`src/rtl/rasr_pkg.sv`:
```
`default_nettype none
package rasr_pkg;

  localparam int NUM_OUT_W = 33;
  localparam int DEN_OUT_W = 32;

  // flags carried alongside each word through the queue
  typedef struct packed {
    logic err;
    logic neg;
  } rasr_flags_t;

  localparam int FLAGS_W = $bits(rasr_flags_t);

endpackage
`default_nettype wire

```
`src/rtl/rasr_queue.sv`:
```
`default_nettype none
module rasr_queue #(
  parameter int WIDTH = 8
) (
  input  wire logic             clk,
  input  wire logic             rst_n,
  input  wire logic             push,
  input  wire logic [WIDTH-1:0] push_data,
  output logic                  full,
  input  wire logic             pop,
  output logic                  head_valid,
  output logic [WIDTH-1:0]      head_data
);

  logic [WIDTH-1:0] mem_r [2];
  logic             wr_ptr_r, wr_ptr_nxt;
  logic             rd_ptr_r, rd_ptr_nxt;
  logic [1:0]       cnt_r, cnt_nxt;

  assign full       = (cnt_r == 2'd2);
  assign head_valid = (cnt_r != 2'd0);
  assign head_data  = mem_r[rd_ptr_r];

  always_comb begin
    wr_ptr_nxt = wr_ptr_r ^ push;
    rd_ptr_nxt = rd_ptr_r ^ pop;
    cnt_nxt    = cnt_r + {1'b0, push} - {1'b0, pop};
  end

  always_ff @(posedge clk) begin
    if (!rst_n) begin
      wr_ptr_r <= 1'b0;
      rd_ptr_r <= 1'b0;
      cnt_r    <= 2'd0;
    end else begin
      wr_ptr_r <= wr_ptr_nxt;
      rd_ptr_r <= rd_ptr_nxt;
      cnt_r    <= cnt_nxt;
    end
  end

  always_ff @(posedge clk) begin
    if (push) begin
      mem_r[wr_ptr_r] <= push_data;
    end
  end

endmodule
`default_nettype wire

```
`src/rtl/rasr_front.sv`:
```
`default_nettype none
module rasr_front #(
  parameter int W  = 16,
  parameter int MW = 33
) (
  input  wire logic                 clk,
  input  wire logic                 rst_n,
  input  wire logic                 start,
  output logic                      busy,
  input  wire logic                 op,
  input  wire logic [W-1:0]         left_numerator,
  input  wire logic [W-1:0]         left_denominator,
  input  wire logic                 left_negative,
  input  wire logic [W-1:0]         right_numerator,
  input  wire logic [W-1:0]         right_denominator,
  input  wire logic                 right_negative,
  input  wire logic                 q_full,
  output logic                      q_push,
  output logic [MW-1:0]             q_mag,
  output logic [MW-1:0]             q_den,
  output rasr_pkg::rasr_flags_t     q_flags
);
  import rasr_pkg::*;

  logic           a_valid_r, a_valid_nxt;
  logic [2*W-1:0] p1_r, p2_r, den_r;
  logic           lneg_r, rneg_r, err_r;
  logic           accept;
  logic           same_sign, p1_ge;
  logic [2*W:0]   sum;
  logic [2*W+MW:0] sum_ext;
  logic [MW+2*W-1:0] den_ext;

  assign busy   = a_valid_r;
  assign accept = start && !a_valid_r;

  // one registered product per multiplier
  always_ff @(posedge clk) begin
    if (accept) begin
      p1_r   <= left_numerator * right_denominator;
      p2_r   <= right_numerator * left_denominator;
      den_r  <= left_denominator * right_denominator;
      lneg_r <= left_negative;
      rneg_r <= right_negative ^ op;
      err_r  <= (left_denominator == '0) || (right_denominator == '0);
    end
  end

  // combine numerators: larger minus smaller on opposite signs
  always_comb begin
    same_sign = (lneg_r == rneg_r);
    p1_ge     = (p1_r >= p2_r);
    if (same_sign) begin
      sum = {1'b0, p1_r} + {1'b0, p2_r};
    end else if (p1_ge) begin
      sum = {1'b0, p1_r} - {1'b0, p2_r};
    end else begin
      sum = {1'b0, p2_r} - {1'b0, p1_r};
    end
    sum_ext       = {{MW{1'b0}}, sum};
    den_ext       = {{MW{1'b0}}, den_r};
    q_mag         = sum_ext[MW-1:0];
    q_den         = den_ext[MW-1:0];
    q_flags.err   = err_r;
    q_flags.neg   = (same_sign || p1_ge) ? lneg_r : rneg_r;
    q_push        = a_valid_r && !q_full;
    a_valid_nxt   = accept || (a_valid_r && q_full);
  end

  always_ff @(posedge clk) begin
    if (!rst_n) begin
      a_valid_r <= 1'b0;
    end else begin
      a_valid_r <= a_valid_nxt;
    end
  end

endmodule
`default_nettype wire

```
`src/rtl/rasr_back.sv`:
```
`default_nettype none
module rasr_back #(
  parameter int MW = 33
) (
  input  wire logic                             clk,
  input  wire logic                             rst_n,
  input  wire logic                             q_valid,
  input  wire logic [MW-1:0]                    q_mag,
  input  wire logic [MW-1:0]                    q_den,
  input  wire rasr_pkg::rasr_flags_t            q_flags,
  output logic                                  q_pop,
  output logic                                  out_valid,
  output logic [rasr_pkg::NUM_OUT_W-1:0]        out_num,
  output logic [rasr_pkg::DEN_OUT_W-1:0]        out_den,
  output logic                                  out_neg,
  output logic                                  out_err
);
  import rasr_pkg::*;

  localparam int KW = $clog2(MW + 1);
  localparam logic [1:0] S_IDLE = 2'd0;
  localparam logic [1:0] S_GCD  = 2'd1;
  localparam logic [1:0] S_DIV  = 2'd2;

  logic [1:0]    state_r, state_nxt;
  logic [MW-1:0] x_r, x_nxt, y_r, y_nxt;
  logic [KW-1:0] k_r, k_nxt;
  logic [KW-1:0] cnt_r, cnt_nxt;
  logic [MW-1:0] g_r, g_nxt;
  logic [MW-1:0] nq_r, nq_nxt, dq_r, dq_nxt;
  logic [MW-1:0] nrem_r, nrem_nxt, drem_r, drem_nxt;
  logic          neg_r, neg_nxt;
  logic          ov_r, ov_nxt;
  logic [NUM_OUT_W-1:0] onum_r, onum_nxt;
  logic [DEN_OUT_W-1:0] oden_r, oden_nxt;
  logic          oneg_r, oneg_nxt, oerr_r, oerr_nxt;
  logic [MW:0]   nsh, dsh;
  logic          nbit, dbit;
  logic [MW+NUM_OUT_W-1:0] nq_ext;
  logic [MW+DEN_OUT_W-1:0] dq_ext;

  assign out_valid = ov_r;
  assign out_num   = onum_r;
  assign out_den   = oden_r;
  assign out_neg   = oneg_r;
  assign out_err   = oerr_r;

  always_comb begin
    state_nxt = state_r;
    x_nxt = x_r; y_nxt = y_r; k_nxt = k_r; cnt_nxt = cnt_r; g_nxt = g_r;
    nq_nxt = nq_r; dq_nxt = dq_r; nrem_nxt = nrem_r; drem_nxt = drem_r;
    neg_nxt = neg_r;
    ov_nxt = 1'b0;
    onum_nxt = onum_r; oden_nxt = oden_r; oneg_nxt = oneg_r; oerr_nxt = oerr_r;
    q_pop = 1'b0;
    // restoring divide step, both quotients share the divisor
    nsh  = {nrem_r, nq_r[MW-1]};
    dsh  = {drem_r, dq_r[MW-1]};
    nbit = (nsh >= {1'b0, g_r});
    dbit = (dsh >= {1'b0, g_r});
    nq_ext = {{NUM_OUT_W{1'b0}}, nq_r};
    dq_ext = {{DEN_OUT_W{1'b0}}, dq_r};
    unique case (state_r)
      S_IDLE: begin
        if (q_valid) begin
          q_pop = 1'b1;
          if (q_flags.err) begin
            ov_nxt = 1'b1; onum_nxt = '0; oden_nxt = '0;
            oneg_nxt = 1'b0; oerr_nxt = 1'b1;
          end else if (q_mag == '0) begin
            ov_nxt = 1'b1; onum_nxt = '0; oden_nxt = DEN_OUT_W'(1);
            oneg_nxt = 1'b0; oerr_nxt = 1'b0;
          end else begin
            x_nxt = q_mag; y_nxt = q_den; k_nxt = '0;
            nq_nxt = q_mag; dq_nxt = q_den; neg_nxt = q_flags.neg;
            state_nxt = S_GCD;
          end
        end
      end
      S_GCD: begin
        // binary gcd, one shift or subtract a cycle
        if (x_r == y_r) begin
          g_nxt     = x_r << k_r;
          nrem_nxt  = '0;
          drem_nxt  = '0;
          cnt_nxt   = KW'(MW);
          state_nxt = S_DIV;
        end else if (!x_r[0] && !y_r[0]) begin
          x_nxt = x_r >> 1; y_nxt = y_r >> 1; k_nxt = k_r + 1'b1;
        end else if (!x_r[0]) begin
          x_nxt = x_r >> 1;
        end else if (!y_r[0]) begin
          y_nxt = y_r >> 1;
        end else if (x_r > y_r) begin
          x_nxt = x_r - y_r;
        end else begin
          y_nxt = y_r - x_r;
        end
      end
      S_DIV: begin
        if (cnt_r == '0) begin
          ov_nxt    = 1'b1;
          onum_nxt  = nq_ext[NUM_OUT_W-1:0];
          oden_nxt  = dq_ext[DEN_OUT_W-1:0];
          oneg_nxt  = neg_r;
          oerr_nxt  = 1'b0;
          state_nxt = S_IDLE;
        end else begin
          nrem_nxt = nbit ? MW'(nsh - {1'b0, g_r}) : nsh[MW-1:0];
          drem_nxt = dbit ? MW'(dsh - {1'b0, g_r}) : dsh[MW-1:0];
          nq_nxt   = {nq_r[MW-2:0], nbit};
          dq_nxt   = {dq_r[MW-2:0], dbit};
          cnt_nxt  = cnt_r - 1'b1;
        end
      end
      default: state_nxt = S_IDLE;
    endcase
  end

  always_ff @(posedge clk) begin
    if (!rst_n) begin
      state_r <= S_IDLE;
      ov_r    <= 1'b0;
    end else begin
      state_r <= state_nxt;
      ov_r    <= ov_nxt;
    end
  end

  always_ff @(posedge clk) begin
    x_r <= x_nxt; y_r <= y_nxt; k_r <= k_nxt; cnt_r <= cnt_nxt; g_r <= g_nxt;
    nq_r <= nq_nxt; dq_r <= dq_nxt; nrem_r <= nrem_nxt; drem_r <= drem_nxt;
    neg_r <= neg_nxt;
    onum_r <= onum_nxt; oden_r <= oden_nxt; oneg_r <= oneg_nxt; oerr_r <= oerr_nxt;
  end

endmodule
`default_nettype wire

```
`src/rtl/rational_add_sub_reduce.sv`:
```
`default_nettype none
// Path: a zero or error word goes through the front register, the queue write and the
//   back-end pop to its registered strobe; other words add G binary GCD steps and
//   MW = min(2*OPERAND_WIDTH+1, 64) divide steps before that strobe.
// Throughput: one word per back-end run; the shared GCD/divide loop sets it.
// busy is high for one cycle after each accepted word, longer if the queue fills.
// rst_n is synchronous, active low; control clears, the receiver cannot stall.
module rational_add_sub_reduce #(
  parameter int OPERAND_WIDTH = 16
) (
  input  wire logic                          clk,
  input  wire logic                          rst_n,
  input  wire logic                          start,
  output logic                               busy,
  input  wire logic                          in_op,
  input  wire logic [OPERAND_WIDTH-1:0]      in_left_numerator,
  input  wire logic [OPERAND_WIDTH-1:0]      in_left_denominator,
  input  wire logic                          in_left_negative,
  input  wire logic [OPERAND_WIDTH-1:0]      in_right_numerator,
  input  wire logic [OPERAND_WIDTH-1:0]      in_right_denominator,
  input  wire logic                          in_right_negative,
  output logic                               out_valid,
  output logic [rasr_pkg::NUM_OUT_W-1:0]     out_result_numerator,
  output logic [rasr_pkg::DEN_OUT_W-1:0]     out_result_denominator,
  output logic                               out_result_negative,
  output logic                               out_zero_denominator_error
);
  import rasr_pkg::*;

  // numerator sum needs 2W+1 bits; kept modulo 2^64 above that
  localparam int MW = (2 * OPERAND_WIDTH + 1 > 64) ? 64 : 2 * OPERAND_WIDTH + 1;
  localparam int QW = 2 * MW + FLAGS_W;

  logic        q_push, q_full, q_pop, q_valid;
  logic [MW-1:0] f_mag, f_den, b_mag, b_den;
  rasr_flags_t f_flags, b_flags;
  logic [QW-1:0] q_in, q_out;

  // front: cross-multiply, register the products, combine with signs
  rasr_front #(.W(OPERAND_WIDTH), .MW(MW)) u_front (
    .clk, .rst_n, .start, .busy,
    .op(in_op),
    .left_numerator(in_left_numerator),
    .left_denominator(in_left_denominator),
    .left_negative(in_left_negative),
    .right_numerator(in_right_numerator),
    .right_denominator(in_right_denominator),
    .right_negative(in_right_negative),
    .q_full, .q_push, .q_mag(f_mag), .q_den(f_den), .q_flags(f_flags)
  );

  assign q_in = {f_flags, f_mag, f_den};

  // two-word queue decouples front from the reduction loop
  rasr_queue #(.WIDTH(QW)) u_queue (
    .clk, .rst_n, .push(q_push), .push_data(q_in), .full(q_full),
    .pop(q_pop), .head_valid(q_valid), .head_data(q_out)
  );

  assign b_flags = q_out[QW-1 -: FLAGS_W];
  assign b_mag   = q_out[2*MW-1 -: MW];
  assign b_den   = q_out[MW-1:0];

  // back: GCD then divide both terms (zero and error words skip both), registered result strobe
  rasr_back #(.MW(MW)) u_back (
    .clk, .rst_n, .q_valid, .q_mag(b_mag), .q_den(b_den), .q_flags(b_flags),
    .q_pop, .out_valid,
    .out_num(out_result_numerator),
    .out_den(out_result_denominator),
    .out_neg(out_result_negative),
    .out_err(out_zero_denominator_error)
  );

  // an error word carries nothing else
  a_err_clean: assert property (@(posedge clk) disable iff (!rst_n)
    out_valid && out_zero_denominator_error |->
      out_result_numerator == '0 && out_result_denominator == '0 && !out_result_negative)
    else $error("error word with non-zero fields");

  // a good word never has a zero denominator
  a_den_nonzero: assert property (@(posedge clk) disable iff (!rst_n)
    out_valid && !out_zero_denominator_error |-> out_result_denominator != '0)
    else $error("zero denominator on good word");

  // front holds busy in the cycle after taking a word
  a_busy_after_accept: assert property (@(posedge clk) disable iff (!rst_n)
    start && !busy |=> busy)
    else $error("busy not raised after accept");

endmodule
`default_nettype wire

```
`config.mk`:
```
export PLATFORM = sky130hd
export DESIGN_NAME = rational_add_sub_reduce
export DESIGN_NICKNAME = d
export VERILOG_FILES = /design/src/rtl/rasr_pkg.sv /design/src/rtl/rasr_queue.sv /design/src/rtl/rasr_front.sv /design/src/rtl/rasr_back.sv /design/src/rtl/rational_add_sub_reduce.sv
export SDC_FILE = /design/constraint.sdc
export NUM_CORES = 2
export LEC_CHECK = 0
export ABC_AREA = 1
export BUFFER_PORTS_ARGS = -buffer_cell sky130_fd_sc_hd__buf_2
export CORE_UTILIZATION = 58
export CTS_CLUSTER_DIAMETER = 30
export DETAILED_ROUTE_END_ITERATION = 7
export PLACE_DENSITY = 0.76
export SLEW_MARGIN = 20
export SYNTH_ARGS = -nofsm -noshare
export SYNTH_HDL_FRONTEND = slang
export SYNTH_SLANG_ARGS = --single-unit
```
`constraint.sdc`:
```
create_clock -name clk -period 6.5 [get_ports clk]
set_input_delay 0.65 -clock clk [delete_from_list [all_inputs] [get_ports clk]]
set_output_delay 0.65 -clock clk [all_outputs]
set_load 0.005 [all_outputs]
```
[Word-level counts from Yosys, hierarchy flattened]
Memory sizes are Yosys's and may differ from the RTL's. A register that Yosys moved wholly into a read port is not among the register bits.
Index checks and enable logic that the tools add are counted.
Word-level totals
  memories kept: 1
  bits in writable memories: 134
  register bits after elaboration: 418
  output and inout port bits: 69
Operators by class
  magnitude comparators: 4
  muxes and demuxes: 76
  $add $sub $neg: 11
  $mul: 3
  reductions and logical operators: 31
  equal/unequal tests: 18
  bitwise gates (word level): 5
  shift-type cells: 1
Memory list
  u_queue.mem_r: depth 2, bits a word 67, rd ports 1, clocked after memory_dff 1, wr ports 1, line rasr_queue.sv:15  | logic [WIDTH-1:0] mem_r [2];
Operators by type and width (count)
  $mux W33: 29
  $pmux W33 S2: 7
  $sub A33 B33 Y33: 4
  $mux W32: 4
  $mul A16 B16 Y32: 3
  $ge A34 B33 Y1: 2
  $sub A32 B32 Y33: 2
  $pmux W32 S2: 1
  $mux W6: 7
  $add A32 B32 Y33: 1
  $eq A33 B33 Y1: 1
  $gt A33 B33 Y1: 1
  $logic_not A33 Y1: 1
  $shl A33 B6 Y33: 1
  $ge A32 B32 Y1: 1
  $logic_not A16 Y1: 2
  $pmux W6 S2: 2
  $mux W1: 17
  $reduce_and A5 Y1: 3
  $reduce_and A7 Y1: 2
  $ne A4 B4 Y1 const B: 3
  $reduce_and A6 Y1: 2
  $mux W2: 5
  $ne A2 B2 Y1 const B: 5
  23 further kinds: 43

[Logic depth before layout (Yosys ltp)]
  word-level depth: 7
  gate-level depth with buffers: 26
  depth with buffers taken out: 24

[Hierarchy]
A second synthesis with hierarchy kept.
Second synthesis, totals
  cells, all modules: 8978
  area total of the unflattened synthesis: 67041.8 µm²
By module, submodules not included
  rasr_front: area each 37639.8 µm², times used 1, sequential area each 2992.9 µm², cells each 5309
  rasr_back: area each 24171.9 µm², times used 1, sequential area each 9399.0 µm², cells each 3428
  rasr_queue: area each 5230.0 µm², times used 1, sequential area each 4184.0 µm², cells each 241

[Worst setup path after synthesis]
No wires, ideal clock.
  path type: input port to flip-flop
  start: input in_right_numerator[7]
  end: register u_front.p2_r[23], data pin
  arrival time: 5.663 ns
  required time: 6.235 ns
  slack: 0.572 ns
  cell stages on the path: 22
  cell sequence: clkbuf_1 -> clkbuf_1 -> nand2_1 -> fa_1 -> inv_1 -> fa_1 -> inv_1 -> fa_1 -> inv_1 -> fa_1 -> fa_1 -> inv_1 -> fa_1 -> inv_1 -> ha_1 -> nand2_1 -> nor2_1 -> nand4_1 -> o21ai_0 -> nand2_1 -> o21ai_0 -> xor2_1
Between the ends
  cells in the longest elaborated chain, start to end: 1
Ends and longest elaborated chain
  from (decl): line rational_add_sub_reduce.sv:19  | input wire logic [OPERAND_WIDTH-1:0] in_right_numerator,
  $mul A16 B16 Y32: line rasr_front.sv:41  | p2_r <= right_numerator * left_denominator;
  to (signal assigned): line rasr_front.sv:41
  to (decl): line rasr_front.sv:26  | logic [2*W-1:0] p1_r, p2_r, den_r;
Every way passes these cells.
A chain may end at the register's enable or synchronous reset.

[Worst setup path after layout]
  start: input in_right_denominator[2]
  end: register u_front.den_r[28], data pin
Between the ends
  cells in the longest elaborated chain, start to end: 1
Ends and longest elaborated chain
  from (decl): line rational_add_sub_reduce.sv:20  | input wire logic [OPERAND_WIDTH-1:0] in_right_denominator,
  $mul A16 B16 Y32: line rasr_front.sv:42  | den_r <= left_denominator * right_denominator;
  to (signal assigned): line rasr_front.sv:42
  to (decl): line rasr_front.sv:26
Every way passes these cells.

==> run summary <==
crit path capture type - register
CTS Buf Count - 130
clk root buf - clkbuf_16
grt total ovfl - 0
initial cell density of the core - 0.587
syn_area_per_cell - 7.44 um2
antenna violations before repair - 3
Final ANT Viol Nets - 0
setup TNS - 0 ns
final design utilization - 0.644
count of pins over their slew limit - 0
CP required - 6.99 ns
status - completed
Worst R2R End - u_back.y_r[17]
CP Cell Sequence - buf_2 > nand2_1 > fa_1 > fa_1 > fa_1 > fa_1 > inv_1 > fa_1 > inv_1 > fa_1 > inv_1 > ha_1 > nand2_1 > nor2_1 > nand4_1 > o21ai_0 > nand4_1 > o2111ai_1 > nand2_1
Async S/R FF share, synth - 0
distinct cell type count after synthesis - 55
Post-CTS Resized - 0
Critical Path Start Type - input port
RSZ-0062 raised after global routing - no
Reg2Reg Depth - 11
Hold Buf Count CTS - 0
Storage cell area - 0.0165 mm2
H-tree levels - 4
max cap viols - 0
cell mode on critical path - fa_1
# IOs - 139
hold_sp - in_left_negative
Die Span X - 340 um
CTS clk-pin slew, worst paths - 0.05 ns
Crit Path Class - input port to register
fraction of layout cells with a size suffix above 1 - 0.0637
via count - 57,600
R2R setup slack - 1.70 ns
Nets - 10,100
Top FF cell, synth - edfxtp_1
Layout Skew - 0.0387 ns
worst hold endpoint - u_front.lneg_r
Hold WS - 0.106 ns
DRT Wirelength - 204,000 um
post-synthesis cell area - 0.0663 mm2
Core Rows - 123
combined area of the multi-input logic cells - 0.0411 mm2
Die Span Y - 340 um
Die Area - 0.116 mm2
gr busiest metal - met2
critical-path maximum fanout - 26
Post-synth EDFFs - 544
Buf+Inv Stages, Crit Path - 4
CTS tree - done
clk_lat worst skew - 0.75 ns
Routed wire per std cell - 19.4 um
area of the core - 0.113 mm2
Worst-Margin Slew - 1.17 ns
r2r startpoint - u_back.x_r[29]
Final setup viols - 0
global-route wire length before repair - 319,000 um
met1 Usage GRT - 0.442
All-Layer GR Usage - 0.356
Final HPWL DP - 164,000 um
pin count of the biggest net entering global routing - 86
final worst path period need - 5.80 ns
Hold WC Path Type - input port to register
vias in the first global route - 58,100
slowest stage cell, crit path - fa_1
Clock Sinks - 553
Post-CTS Setup Bufs - 0
Global Route met2 Usage - 0.606
relative slew slack - 0.210
gpl congestion - 0.999
post-synthesis cell count - 8,916
arrival time of the worst setup path - 6.28 ns
CP max stage delay - 0.60 ns
cell family with most CP delay - adder cells
synth warn - 0
drt via density - 5.46
drt drc - 0
met3 usage - 0.0548
fin crit share - 0.892
synth-to-layout area growth - 9.78%
Filler Cells Inserted - 10,000
IO Port Bufs - 138
post-synthesis net count - 10,100
hold depth - 1
Initial DRC Count - 4,864
Seq/Total Area, Yosys - 0.249
#FFs+latches synth - 553
CTS max path bufs - 3
drt first pass iters - 7
final hold viol count - 0
FMAX - 172 MHz
## cell usage after synthesis (13+ instances only)
master | number | area [um2]
buf_4 | 26 | 195
clkbuf_1 | 263 | 987
nor3_1 | 54 | 270
o21ai_1 | 25 | 125
nor4_1 | 18 | 113
buf_2 | 42 | 210
fa_1 | 589 | 11800
edfxtp_1 | 544 | 16300
nor2_1 | 598 | 2240
nor2_2 | 20 | 125
inv_1 | 1904 | 7150
o211ai_1 | 14 | 105
or2_2 | 37 | 231
inv_2 | 16 | 60.1
a31oi_1 | 24 | 150
o21bai_1 | 46 | 345
xor2_1 | 145 | 1270
nand3b_1 | 16 | 120
a21o_1 | 21 | 158
o21ai_0 | 358 | 1790
nand3_1 | 222 | 1110
mux2i_1 | 42 | 420
nand2_1 | 2693 | 10100
a21oi_1 | 387 | 1940
nand2_2 | 13 | 81.3
nand4_1 | 69 | 432
xnor2_1 | 61 | 534
o21a_1 | 17 | 128
ha_1 | 548 | 6860
a21boi_1 | 13 | 97.6
## how the worst max path moves through the flow
stage                                        from                end  slack [ns]  depth (start not counted)
after CTS                 in_right_denominator[2]  u_front.den_r[28]        0.82                         19
after floorplan             in_right_numerator[7]   u_front.p2_r[23]        0.57                         22
after detailed placement  in_right_denominator[2]  u_front.den_r[28]        0.07                         19
final                     in_right_denominator[2]  u_front.den_r[28]        0.70                         19
after global routing      in_right_denominator[2]  u_front.den_r[28]        0.52                         19
after global placement    in_right_denominator[2]  u_front.den_r[28]        0.13                         19
## flip-flops by register name, indices dropped and copies added, names as in the netlist, 33 cells and up, named ones only
signal          count
u_queue.mem_r     134
u_back.y_r         33
u_back.x_r         33
u_back.dq_r        33
u_back.out_num     33
u_back.g_r         33
u_back.nrem_r      33
u_back.drem_r      33
u_back.nq_r        33
## per-stage QoR
| step | area [um2] | worst slack (ns) | std cells |
|---|---|---|---|
| floorplan | 66300 | 0.572 | 8916 |
| global placement | 68200 | 0.134 | 10300 |
| detailed placement | 68200 | 0.0701 | 10300 |
| CTS | 72800 | 0.825 | 10500 |
| global route | 72800 | 0.522 | 10500 |
| finish | 72800 | 0.701 | 10500 |
## cell type report
cell class	count	area share
Antenna cell	1	0.0000344
Clock buffer	146	0.0458
Clock inverter	93	0.0174
Inverter	1921	0.0991
Multi-Input combinational cell	6084	0.564
Sequential cell	553	0.227
Tap cell	1500	0.0258
Timing Repair Buffer	248	0.0210
## metal layers
metal  vias up  share of wire  wire [um]
met5         -        0.00017         34
met1     27400           0.40      81000
li1      27300              -          -
met3       550          0.071      14400
met4         4          0.053      10800
met2      2327           0.48      98100
## logic make-up (layout without fill, tap and decap cells)
family,count (synthesis),count (layout),share of synthesized area
buffers and inverters,2279,2408,0.133
other,0,1,0
and+or+nand+nor,3761,3761,0.227
xor gates and xnor gates,206,206,0.0272
muxes,43,43,0.00651
AOI/OAI and AO/OA,937,937,0.0767
adders and majority gates,1137,1137,0.281
DFF,553,553,0.249
## layout by cell type, fill, tap and decap left out, drive strengths merged, types with 25 or more instances in the layout
cell and instances:
a21boi 25, a21oi 391, buf 248, clkbuf 146, clkinv 50, edfxtp 544
fa 589, ha 548, inv 1937, mux2i 42, nand2 2708, nand3 225
nand4 71, nor2 620, nor3 55, o21ai 383, o21bai 46, or2 39
xnor2 61, xor2 145
Power is not shown: default switching activity piles up to over one toggle a cycle in this logic, so the estimate is an artifact.
